===== src/rtl/modular_inverse_ext_euclid_top_assert.svh =====
// Assertion macros shared by the modular inverse RTL.
// Each macro checks with clk_i and holds off while rst_ni is low.
`ifndef MODULAR_INVERSE_EXT_EUCLID_TOP_ASSERT_SVH
`define MODULAR_INVERSE_EXT_EUCLID_TOP_ASSERT_SVH

// Consequent must hold in the same cycle as the antecedent
`define MIE_ASSERT_IMP(lbl, ante, cons, msg) \
  lbl: assert property (@(posedge clk_i) disable iff (!rst_ni) (ante) |-> (cons)) \
    else $error(msg);

// Consequent must hold in the cycle after the antecedent
`define MIE_ASSERT_NXT(lbl, ante, cons, msg) \
  lbl: assert property (@(posedge clk_i) disable iff (!rst_ni) (ante) |=> (cons)) \
    else $error(msg);

`endif


===== src/rtl/mie_pkg.sv =====
// ----------------------------------------------------------------------------
// mie_pkg
// Shared widths and divider handshake types for the modular inverse block.
// ----------------------------------------------------------------------------
`timescale 1ns / 1ps
`default_nettype none

package mie_pkg;

  // Word width of value, modulus and inverse
  localparam int unsigned DataWidth = 16;
  // Counter width for the bit-serial divider (holds DataWidth itself)
  localparam int unsigned CntWidth  = $clog2(DataWidth + 1);
  // Full product width for the coefficient update
  localparam int unsigned ProdWidth = 2 * DataWidth;
  // Modulus after reset
  localparam logic [DataWidth-1:0] ModulusReset = DataWidth'(26);

  // Request into the shared divider
  typedef struct packed {
    logic                 start;
    logic [DataWidth-1:0] dividend;
    logic [DataWidth-1:0] divisor;
  } div_req_t;

  // Response from the shared divider
  typedef struct packed {
    logic                 done;
    logic [DataWidth-1:0] quot;
    logic [DataWidth-1:0] rem;
  } div_rsp_t;

endpackage

`default_nettype wire


===== src/rtl/mie_div.sv =====
// ----------------------------------------------------------------------------
// mie_div
// Bit-serial restoring divider: one quotient bit per cycle, done pulse after
// DataWidth steps. The divisor must be nonzero.
// ----------------------------------------------------------------------------
`timescale 1ns / 1ps
`default_nettype none
`include "modular_inverse_ext_euclid_top_assert.svh"

module mie_div
  import mie_pkg::*;
(
  input  wire logic     clk_i,
  input  wire logic     rst_ni,
  input  wire div_req_t req_i,
  output div_rsp_t      rsp_o
);

  logic                 busy_q;
  logic                 done_q;
  logic [CntWidth-1:0]  cnt_q;
  logic [DataWidth-1:0] rem_q;
  logic [DataWidth-1:0] quot_q;
  logic [DataWidth-1:0] dvs_q;

  logic [DataWidth:0]   rem_shift;
  logic [DataWidth:0]   diff;
  logic                 qbit;
  logic [DataWidth-1:0] rem_d;

  // Shift in the next dividend bit and try a subtract
  always_comb begin
    rem_shift = {rem_q, quot_q[DataWidth-1]};
    diff      = rem_shift - {1'b0, dvs_q};
    qbit      = ~diff[DataWidth];
    rem_d     = qbit ? diff[DataWidth-1:0] : rem_shift[DataWidth-1:0];
  end

  // Control: busy while stepping, one-cycle done pulse at the end
  always_ff @(posedge clk_i or negedge rst_ni) begin
    if (!rst_ni) begin
      busy_q <= 1'b0;
      done_q <= 1'b0;
      cnt_q  <= '0;
    end else begin
      done_q <= 1'b0;
      if (req_i.start) begin
        busy_q <= 1'b1;
        cnt_q  <= CntWidth'(DataWidth);
      end else if (busy_q) begin
        cnt_q <= cnt_q - CntWidth'(1);
        if (cnt_q == CntWidth'(1)) begin
          busy_q <= 1'b0;
          done_q <= 1'b1;
        end
      end
    end
  end

  // Datapath: load operands, then advance one bit per cycle
  always_ff @(posedge clk_i) begin
    if (req_i.start) begin
      rem_q  <= '0;
      quot_q <= req_i.dividend;
      dvs_q  <= req_i.divisor;
    end else if (busy_q) begin
      rem_q  <= rem_d;
      quot_q <= {quot_q[DataWidth-2:0], qbit};
    end
  end

  assign rsp_o.done = done_q;
  assign rsp_o.quot = quot_q;
  assign rsp_o.rem  = rem_q;

  `MIE_ASSERT_IMP(a_start_when_free, req_i.start, !busy_q, "divider started while busy")
  `MIE_ASSERT_NXT(a_last_step_done, busy_q && !req_i.start && cnt_q == CntWidth'(1),
                  done_q && !busy_q, "divider missed its done pulse")
  `MIE_ASSERT_IMP(a_rem_below_dvs, done_q, rem_q < dvs_q, "remainder not below divisor")

endmodule

`default_nettype wire


===== src/rtl/modular_inverse_ext_euclid_top.sv =====
// Modular inverse by the extended Euclidean algorithm.
// Input channel s_axis: one item is a 16-bit value. Output channel m_axis:
// one item per input, the inverse modulo the configured modulus in bits
// 15:0 and an exists flag in bit 16. When no inverse exists (value zero
// after reduction, gcd not one, or a modulus below two) exists is 0 and the
// inverse is 0. The user must write the modulus through cfg_we_i /
// cfg_wdata_i only while the block is idle; the block itself does not
// enforce this. Reset sets it to 26. One item is handled at a time. A
// single bit-serial divider does every division: the value is first
// reduced modulo the modulus, then each Euclid step runs one division
// with its capture and one coefficient update in StUpd. The input is
// ready again in the same cycle as the result becomes valid.
// s_axis_tready_o is high only while the sequencer is idle. The finished
// result sits in an output register, so a new item is taken while it still
// waits; if the receiver stalls, the next result waits in the sequencer
// until the output register frees up. Reset drops any item in progress and
// any undelivered result.
// ----------------------------------------------------------------------------
// modular_inverse_ext_euclid_top
// Sequencer, Bezout coefficient tracking and output register.
// ----------------------------------------------------------------------------
`timescale 1ns / 1ps
`default_nettype none
`include "modular_inverse_ext_euclid_top_assert.svh"

module modular_inverse_ext_euclid_top
  import mie_pkg::*;
(
  input  wire logic                 clk_i,
  input  wire logic                 rst_ni,
  // Configuration: modulus
  input  wire logic                 cfg_we_i,
  input  wire logic [DataWidth-1:0] cfg_wdata_i,
  // Input items
  input  wire logic                 s_axis_tvalid_i,
  output logic                      s_axis_tready_o,
  input  wire logic [15:0]          s_axis_tdata_i,  // [15:0] value
  // Result items
  output logic                      m_axis_tvalid_o,
  input  wire logic                 m_axis_tready_i,
  output logic [23:0]               m_axis_tdata_o   // [15:0] inverse, [16] exists
);

  localparam int unsigned StateWidth = 3;
  localparam logic [StateWidth-1:0] StIdle = 3'd0;
  localparam logic [StateWidth-1:0] StRed  = 3'd1;
  localparam logic [StateWidth-1:0] StDiv  = 3'd2;
  localparam logic [StateWidth-1:0] StUpd  = 3'd3;
  localparam logic [StateWidth-1:0] StRes  = 3'd4;
  localparam logic [StateWidth-1:0] StOut  = 3'd5;

  logic [StateWidth-1:0] state_q;
  logic [DataWidth-1:0]  modulus_q;
  logic [DataWidth-1:0]  m_q;
  logic [DataWidth-1:0]  rp_q, rc_q, tp_q, tc_q, q_q, r_q;
  logic                  negp_q, negc_q;
  logic [DataWidth-1:0]  res_inv_q;
  logic                  res_ok_q;
  logic                  out_valid_q;
  logic [DataWidth-1:0]  out_inv_q;
  logic                  out_ok_q;

  logic                  in_fire;
  logic                  mod_ok;
  logic [ProdWidth-1:0]  prod;
  logic [DataWidth-1:0]  tn;
  logic                  out_free;
  div_req_t              div_req;
  div_rsp_t              div_rsp;

  assign in_fire  = s_axis_tvalid_i && s_axis_tready_o;
  assign mod_ok   = modulus_q >= DataWidth'(2);
  assign out_free = !out_valid_q || m_axis_tready_i;

  // Next Bezout coefficient magnitude: tp + q * tc (stays within the modulus)
  always_comb begin
    prod = ProdWidth'(q_q) * ProdWidth'(tc_q);
    tn   = tp_q + prod[DataWidth-1:0];
  end

  // Divider requests: reduce the value, then one division per Euclid step
  always_comb begin
    div_req = '0;
    unique case (state_q)
      StIdle: begin
        div_req.start    = in_fire && mod_ok;
        div_req.dividend = s_axis_tdata_i[DataWidth-1:0];
        div_req.divisor  = modulus_q;
      end
      StRed: begin
        div_req.start    = div_rsp.done && (div_rsp.rem != '0);
        div_req.dividend = m_q;
        div_req.divisor  = div_rsp.rem;
      end
      StUpd: begin
        div_req.start    = r_q != '0;
        div_req.dividend = rc_q;
        div_req.divisor  = r_q;
      end
      default: begin
        div_req = '0;
      end
    endcase
  end

  mie_div u_div (
    .clk_i  (clk_i),
    .rst_ni (rst_ni),
    .req_i  (div_req),
    .rsp_o  (div_rsp)
  );

  // Modulus register
  always_ff @(posedge clk_i or negedge rst_ni) begin
    if (!rst_ni) begin
      modulus_q <= ModulusReset;
    end else if (cfg_we_i) begin
      modulus_q <= cfg_wdata_i;
    end
  end

  // Sequencer and output valid
  always_ff @(posedge clk_i or negedge rst_ni) begin
    if (!rst_ni) begin
      state_q     <= StIdle;
      out_valid_q <= 1'b0;
    end else begin
      if (state_q == StOut && out_free) begin
        out_valid_q <= 1'b1;
      end else if (m_axis_tvalid_o && m_axis_tready_i) begin
        out_valid_q <= 1'b0;
      end
      unique case (state_q)
        StIdle: begin
          if (in_fire) begin
            state_q <= mod_ok ? StRed : StOut;
          end
        end
        StRed: begin
          if (div_rsp.done) begin
            state_q <= (div_rsp.rem == '0) ? StOut : StDiv;
          end
        end
        StDiv: begin
          if (div_rsp.done) begin
            state_q <= StUpd;
          end
        end
        StUpd: begin
          state_q <= (r_q == '0) ? StRes : StDiv;
        end
        StRes: begin
          state_q <= StOut;
        end
        StOut: begin
          if (out_free) begin
            state_q <= StIdle;
          end
        end
        default: begin
          state_q <= StIdle;
        end
      endcase
    end
  end

  // Euclid datapath and result registers
  always_ff @(posedge clk_i) begin
    unique case (state_q)
      StIdle: begin
        if (in_fire) begin
          m_q       <= modulus_q;
          res_ok_q  <= 1'b0;
          res_inv_q <= '0;
        end
      end
      StRed: begin
        if (div_rsp.done) begin
          rp_q   <= m_q;
          rc_q   <= div_rsp.rem;
          tp_q   <= '0;
          tc_q   <= DataWidth'(1);
          negp_q <= 1'b0;
          negc_q <= 1'b0;
        end
      end
      StDiv: begin
        if (div_rsp.done) begin
          q_q <= div_rsp.quot;
          r_q <= div_rsp.rem;
        end
      end
      StUpd: begin
        rp_q   <= rc_q;
        rc_q   <= r_q;
        tp_q   <= tc_q;
        tc_q   <= tn;
        negp_q <= negc_q;
        negc_q <= !negc_q;
      end
      StRes: begin
        // Inverse exists only when the gcd ended at one; fold a negative back
        res_ok_q <= rp_q == DataWidth'(1);
        if (rp_q != DataWidth'(1)) begin
          res_inv_q <= '0;
        end else if (negp_q && tp_q != '0) begin
          res_inv_q <= m_q - tp_q;
        end else begin
          res_inv_q <= tp_q;
        end
      end
      StOut: begin
        if (out_free) begin
          out_inv_q <= res_inv_q;
          out_ok_q  <= res_ok_q;
        end
      end
      default: begin
      end
    endcase
  end

  assign s_axis_tready_o = state_q == StIdle;
  assign m_axis_tvalid_o = out_valid_q;
  assign m_axis_tdata_o  = {7'b0, out_ok_q, out_inv_q};

  `MIE_ASSERT_IMP(a_done_when_waiting, div_rsp.done, state_q == StRed || state_q == StDiv,
                  "divider result arrived outside a wait state")
  `MIE_ASSERT_NXT(a_accept_leaves_idle, in_fire, state_q != StIdle,
                  "sequencer stayed idle after taking an item")
  `MIE_ASSERT_IMP(a_inverse_in_range, state_q == StOut && res_ok_q,
                  res_inv_q < m_q && m_q >= DataWidth'(2), "inverse not below modulus")
  `MIE_ASSERT_IMP(a_no_inverse_zero, state_q == StOut && !res_ok_q, res_inv_q == '0,
                  "nonzero inverse reported without an inverse")

endmodule

`default_nettype wire

===== config.mk =====
export PLATFORM = sky130hd
export DESIGN_NAME = modular_inverse_ext_euclid_top
export DESIGN_NICKNAME = d
export VERILOG_FILES = /design/src/rtl/mie_pkg.sv /design/src/rtl/mie_div.sv /design/src/rtl/modular_inverse_ext_euclid_top.sv
export VERILOG_INCLUDE_DIRS = /design/src /design/src/rtl
export SDC_FILE = /design/constraint.sdc
export NUM_CORES = 1
export LEC_CHECK = 0
export BUFFER_PORTS_ARGS = -buffer_cell sky130_fd_sc_hd__buf_2
export CAP_MARGIN = 20
export CORE_AREA = 2 2 199 201
export CTS_CLUSTER_SIZE = 30
export DETAILED_ROUTE_END_ITERATION = 7
export DIE_AREA = 0 0 201 203
export HOLD_SLACK_MARGIN = 0.08
export PLACE_DENSITY = 0.6
export SETUP_SLACK_MARGIN = 0.5
export SLEW_MARGIN = 20
export SYNTH_ARGS = -nofsm -noshare
export SYNTH_HDL_FRONTEND = slang
export SYNTH_HIERARCHICAL = 1
export SYNTH_SLANG_ARGS = --single-unit

===== constraint.sdc =====
create_clock -name clk_i -period 6.8 [get_ports clk_i]
set_clock_uncertainty 0.2 [all_clocks]
set_input_delay 0.34 -clock clk_i [delete_from_list [all_inputs] [get_ports clk_i]]
set_output_delay 0.34 -clock clk_i [all_outputs]
set_load 0.05 [all_outputs]

== After elaboration in Yosys (flattened, before gate mapping) ==
Index checks and enable logic that the tools add are counted.
Storage, ports and cells
  register bits: 223
  output and inout bits: 26
  bits of input ports: 37
  word-level logic and storage cells: 105
Operators by class
  reduce and logical (&&, ||, !) cells: 25
  mux-type cells: 39
  equality and inequality tests: 12
  $add $sub $neg: 4
  multipliers: 1
  bitwise gates (word level): 1
  $lt $le $gt $ge: 1
Operator list (number)
  2-to-1 mux 16 bit: 10
  one-hot mux 16 bit (2 select lines): 5
  one-hot mux 33 bit (3 select lines): 1
  nonzero test 16 bit: 3
  logical NOT 16 bit: 2
  2-to-1 mux 3 bit: 7
  one-hot mux 3 bit (6 select lines): 1
  subtractor 17 x 16 -> 17 bit: 1
  adder 16 bit: 1
  == test 16 x 1 -> 1 bit (second input constant): 1
  >= comparator 16 x 2 -> 1 bit (second input constant): 1
  multiplier 16 x 16 -> 16 bit: 1
  inequality test 16 x 1 -> 1 bit (second input constant): 1
  subtractor 16 bit: 1
  2-to-1 mux 1 bit: 10
  2-to-1 mux 5 bit: 2
  AND reduction 2 bit: 5
  nonzero test 2 bit: 4
  == test 3 x 2 -> 1 bit (second input constant): 2
  == test 3 bit (second input constant): 2
  logical AND 1 bit: 6
  inequality test 2 x 1 -> 1 bit (second input constant): 3
  one-hot mux 1 bit (2 select lines): 3
  == test 5 x 1 -> 1 bit (second input constant): 1
  other kinds (8): 9

== Longest topological paths before layout ==
  depth after elaboration: 5
  mapped depth: 22
  gate-level depth less buffers: 21

== Modules after synthesis ==
Netlist, hierarchy kept.
Modules (own cells, without submodules)
  modular_inverse_ext_euclid_top: area an instance 12259.3 um^2, cells an instance 1115, instances 1, seq. area each 4948.5 um^2
  mie_div: area an instance 3052.9 um^2, cells an instance 295, instances 1, seq. area each 1456.4 um^2

== Least setup slack after synthesis ==
Ideal clock, no wire load.
  path kind: register to register
  start: reg tc_q[1]
  end: reg tc_q[14], data pin
  required time: 6.346 ns
  path slack: 1.327 ns
  cell stages (with the launch flop): 20
  data arrival time: 5.019 ns
  library setup time: 0.254 ns
  path through: edfxtp_1 > clkbuf_1 > and2_1 > fa_1 > inv_1 > fa_1 > fa_1 > fa_1 > inv_1 > fa_1 > inv_1 > fa_1 > inv_1 > ha_1 > nand2_1 > nand2_1 > a41o_1 > o41ai_4 > xor2_1 > nor2_1
Between the ends
  word-level cells in the longest chain between the ends: 3
Ends and longest elaborated chain
  start, declared: line modular_inverse_ext_euclid_top.sv:55  | logic [DataWidth-1:0] rp_q, rc_q, tp_q, tc_q, q_q, r_q;
  start signal, assigned: line modular_inverse_ext_euclid_top.sv:182  | tc_q <= DataWidth'(1);
  start signal, assigned: line modular_inverse_ext_euclid_top.sv:197  | tc_q <= tn;
  multiplier 16 x 16 -> 16 bit: line modular_inverse_ext_euclid_top.sv:77  | prod = ProdWidth'(q_q) * ProdWidth'(tc_q);
  adder 16 bit: line modular_inverse_ext_euclid_top.sv:78  | tn = tp_q + prod[DataWidth-1:0];
  one-hot mux 16 bit (2 select lines): line modular_inverse_ext_euclid_top.sv:169  | unique case (state_q)
No other way between the ends.
A chain may end at the register's enable or synchronous reset.

== Worst setup path after layout ==
Same ends and word-level chain as after synthesis.

==> summary.md <==
| Metric | Value |
|---|---|
| Vias per inst | `around 5` |
| CTS root buf | `clkbuf_16` |
| Total Wirelength | `37,500 um` |
| Top cells by area, synth | `edfxtp_1 (35%), fa_1 (13%), ha_1 (6.9%)` |
| Relative slew margins | `39.4%` |
| Port bufs | `55` |
| Clock transition at path regs | `60 ps` |
| Synth Area in Simple Gates | `12.7%` |
| Die width | `between 200 and 250 um` |
| 1st-iter DRT viols | `595` |
| Hold Crit Class | `in2reg` |
| Vias in the first global route | `about 11,000` |
| # IOs | `63` |
| Hold Slack | `roughly 90 ps` |
| CTS Buf Count | `26` |
| Combinational family with the most area after synthesis | `adder cells` |
| Antenna violations before repair | `0` |
| Commonest non-fill, non-tap cell in the layout | `inv_1` |
| Area of the core | `slightly below 40,000 um^2` |
| Mux cell area share after synthesis | `under 10%` |
| Largest net degree at the start of global routing | `a little under 70` |
| Row count | `72` |
| Worst-Margin Slew | `908 ps` |
| Max Clock Freq | `0.174 GHz` |
| Worst Path Arrival | `5830 ps` |
| Max cap viols | `0` |
| Wire per inst | `18.7 um` |
| Register bit count reported by yosys | `between 200 and 250` |
| Synth Cell Area | `15,300 um^2` |
| Compound-gate portion of the synthesized area | `8.27%` |
| Main synth FF type | `edfxtp_1` |
| Total gr overflow | `0` |
| Sequential share of the synthesized area | `41.8%` |
| Yosys top cell area share | `a little over a third` |
| DP Area | `around 16,000 um^2` |
| Post-route setup TNS | `0 ps` |
| Crit Path Class | `reg2reg` |
| Syn Inst Count | `1,410` |
| Post-Synth XOR/XNOR Area | `roughly 3.8%` |
| First-pass GRT wire length | `60,100 um` |
| Yosys top cell by area | `edfxtp_1` |
| Die area | `between 40,000 and 50,000 um^2` |
| Fin nets | `between 1,500 and 2,000` |
| Die extent in y | `between 200 and 250 um` |
| Endpoints failing hold | `0` |
| Synth unique cells | `77` |
| FFs w/ async S/R, synth | `12.1%` |
| Post-route ant nets | `0` |
| Area Growth Syn to Fin | `11.9%` |
| DRC viols | `0` |
| Layout cells sized above 1 | `a little over an eighth` |
| Most frequent cells in the layout | `inv_1 (187), edfxtp_1 (180), nand2_1 (146)` |
| # setup viols final | `0` |
| 1st-pass router iterations | `5` |
| Final Cycle Share | `84.6%` |
| CP Max Fanout | `16` |
| Avg Cell Area, Syn | `10.9 um^2` |
| GRT Util Overall | `18.8%` |
| CTS H-tree lvls | `1` |
| Status | `finished clean` |
| Startpoint types | `flop` |
| Synth warn | `6` |
| Post-DP HPWL | `roughly 28,000 um` |
| WP data required | `6880 ps` |
| GPL Wtd Cong | `0.864` |
| Longest Clk Path Bufs | `3` |
| Slew Viols, Final | `0` |
| Number of synthesized flops with an enable pin | `180` |
| Vias | `10,200` |
| CTS tree | `done` |
| Fillers | `3,621` |
| Clock sinks | `223` |
| Setup crit end kind | `flop` |
| Minimum clock period | `around 5800 ps` |
| Fin area | `17,100 um^2` |
| Initial cell density of the core | `between 30% and 40%` |
| Worst-Skew Late Latency | `560 ps` |
| Post-Synth Adder-Cell Area | `19.5%` |
| Unrepaired setup endpoints after global routing | `no` |
-- path summary, 6_finish.rpt --
path / startpoint / end / slack (ps) / depth (start not counted)
setup / recovery: tc_q[1]$_SDFFCE_PN0P_ / tc_q[14]$_SDFFCE_PN0P_ / 1040 / 18
hold / removal: s_axis_tdata_i[14] / u_div/quot_q[14]$_DFFE_PP_ / 90 / 4
setup reg to reg: tc_q[1]$_SDFFCE_PN0P_ / tc_q[14]$_SDFFCE_PN0P_ / 1040 / 18
hold reg to reg: res_inv_q[10]$_SDFFCE_PP0P_ / out_inv_q[10]$_DFFE_PP_ / 220 / 0
max in group asynchronous: rst_ni / state_q[1]$_DFFE_PN0P_ / 5770 / 2
min in group asynchronous: rst_ni / modulus_q[14]$_DFFE_PN0P_ / 140 / 2
-- synthesized netlist by cell type (10+ instances only) --
library cell,n
nor2_1,103
and2_1,53
dfrtp_1,24
edfxtp_1,180
clkbuf_1,46
and3_1,23
buf_4,10
inv_1,187
fa_1,96
nand2_1,147
nand4_1,10
a21oi_1,34
xnor2_1,41
nand2b_1,13
o21ai_0,25
a311oi_1,11
o21a_1,12
nor3_1,12
ha_1,85
a22oi_1,32
xor2_1,22
mux2_2,71
mux2_1,22
dfxtp_1,16
nor4_1,17
-- final cells by class --
type	count	area, um^2	area share, %
inverter	188	706	4.12
timing repair buffer	92	616	3.59
antenna	1	2.50	0.0146
clock buffer	31	669	3.91
sequential	223	6410	37.4
clock inverter	14	201	1.18
tap	518	648	3.78
multi-input combinational	935	7890	46.0
-- per-stage QoR --
step	instances	setup slack, ps	utilization [%]
finish	2002	1040	44.6
global route	2001	740	44.6
CTS	2001	1020	44.6
detailed placement	1931	1020	41.6
global placement	1931	1080	41.6
floorplan	1416	1330	-
-- per-layer routing --
metal / part of all wire, % / GRT usage (%)
met1: 47 / 26.1
met4: 3.3 / 6.48
met5: 0 / 0
met3: 4.4 / 2.50
met2: 46 / 30.3
-- state kept, by name, summed over array words and instances (netlist names), 3 cells and up --
name,cells
out_inv_q,16
rp_q,16
u_div/cnt_q,5
rc_q,16
q_q,16
r_q,16
state_q,3
modulus_q,16
u_div/rem_q,16
res_inv_q,16
tp_q,16
m_q,16
u_div/dvs_q,16
u_div/quot_q,16
tc_q,16
-- cell families after synthesis --
family / count (synthesis)
compound gates: 176
xor+xnor: 65
fa+ha+maj: 181
buf+inv: 258
flops: 223
mux: 96
other cells: 1
simple gates: 410
-- worst max-delay path: stages, from the launching register on --
cell,delay [ps]
edfxtp_1,610
and2_1,260
fa_1,530
inv_1,50
fa_1,550
fa_1,440
fa_1,540
inv_1,50
fa_1,470
inv_1,50
fa_1,470
inv_1,40
ha_1,340
nand2_1,120
nand2_1,60
a41o_1,240
o41ai_4,230
xor2_1,170
nor2_1,50
-- repair_timing --
action,in CTS,in global routing
buffers inserted,0,0
hold buffers,25,0
gates resized for setup,0,0
endpoints found under the hold margin,52,0
Power is left out: the tool's default activity adds up to more than one toggle a clock period on the data nets, which glitch-free logic cannot reach.
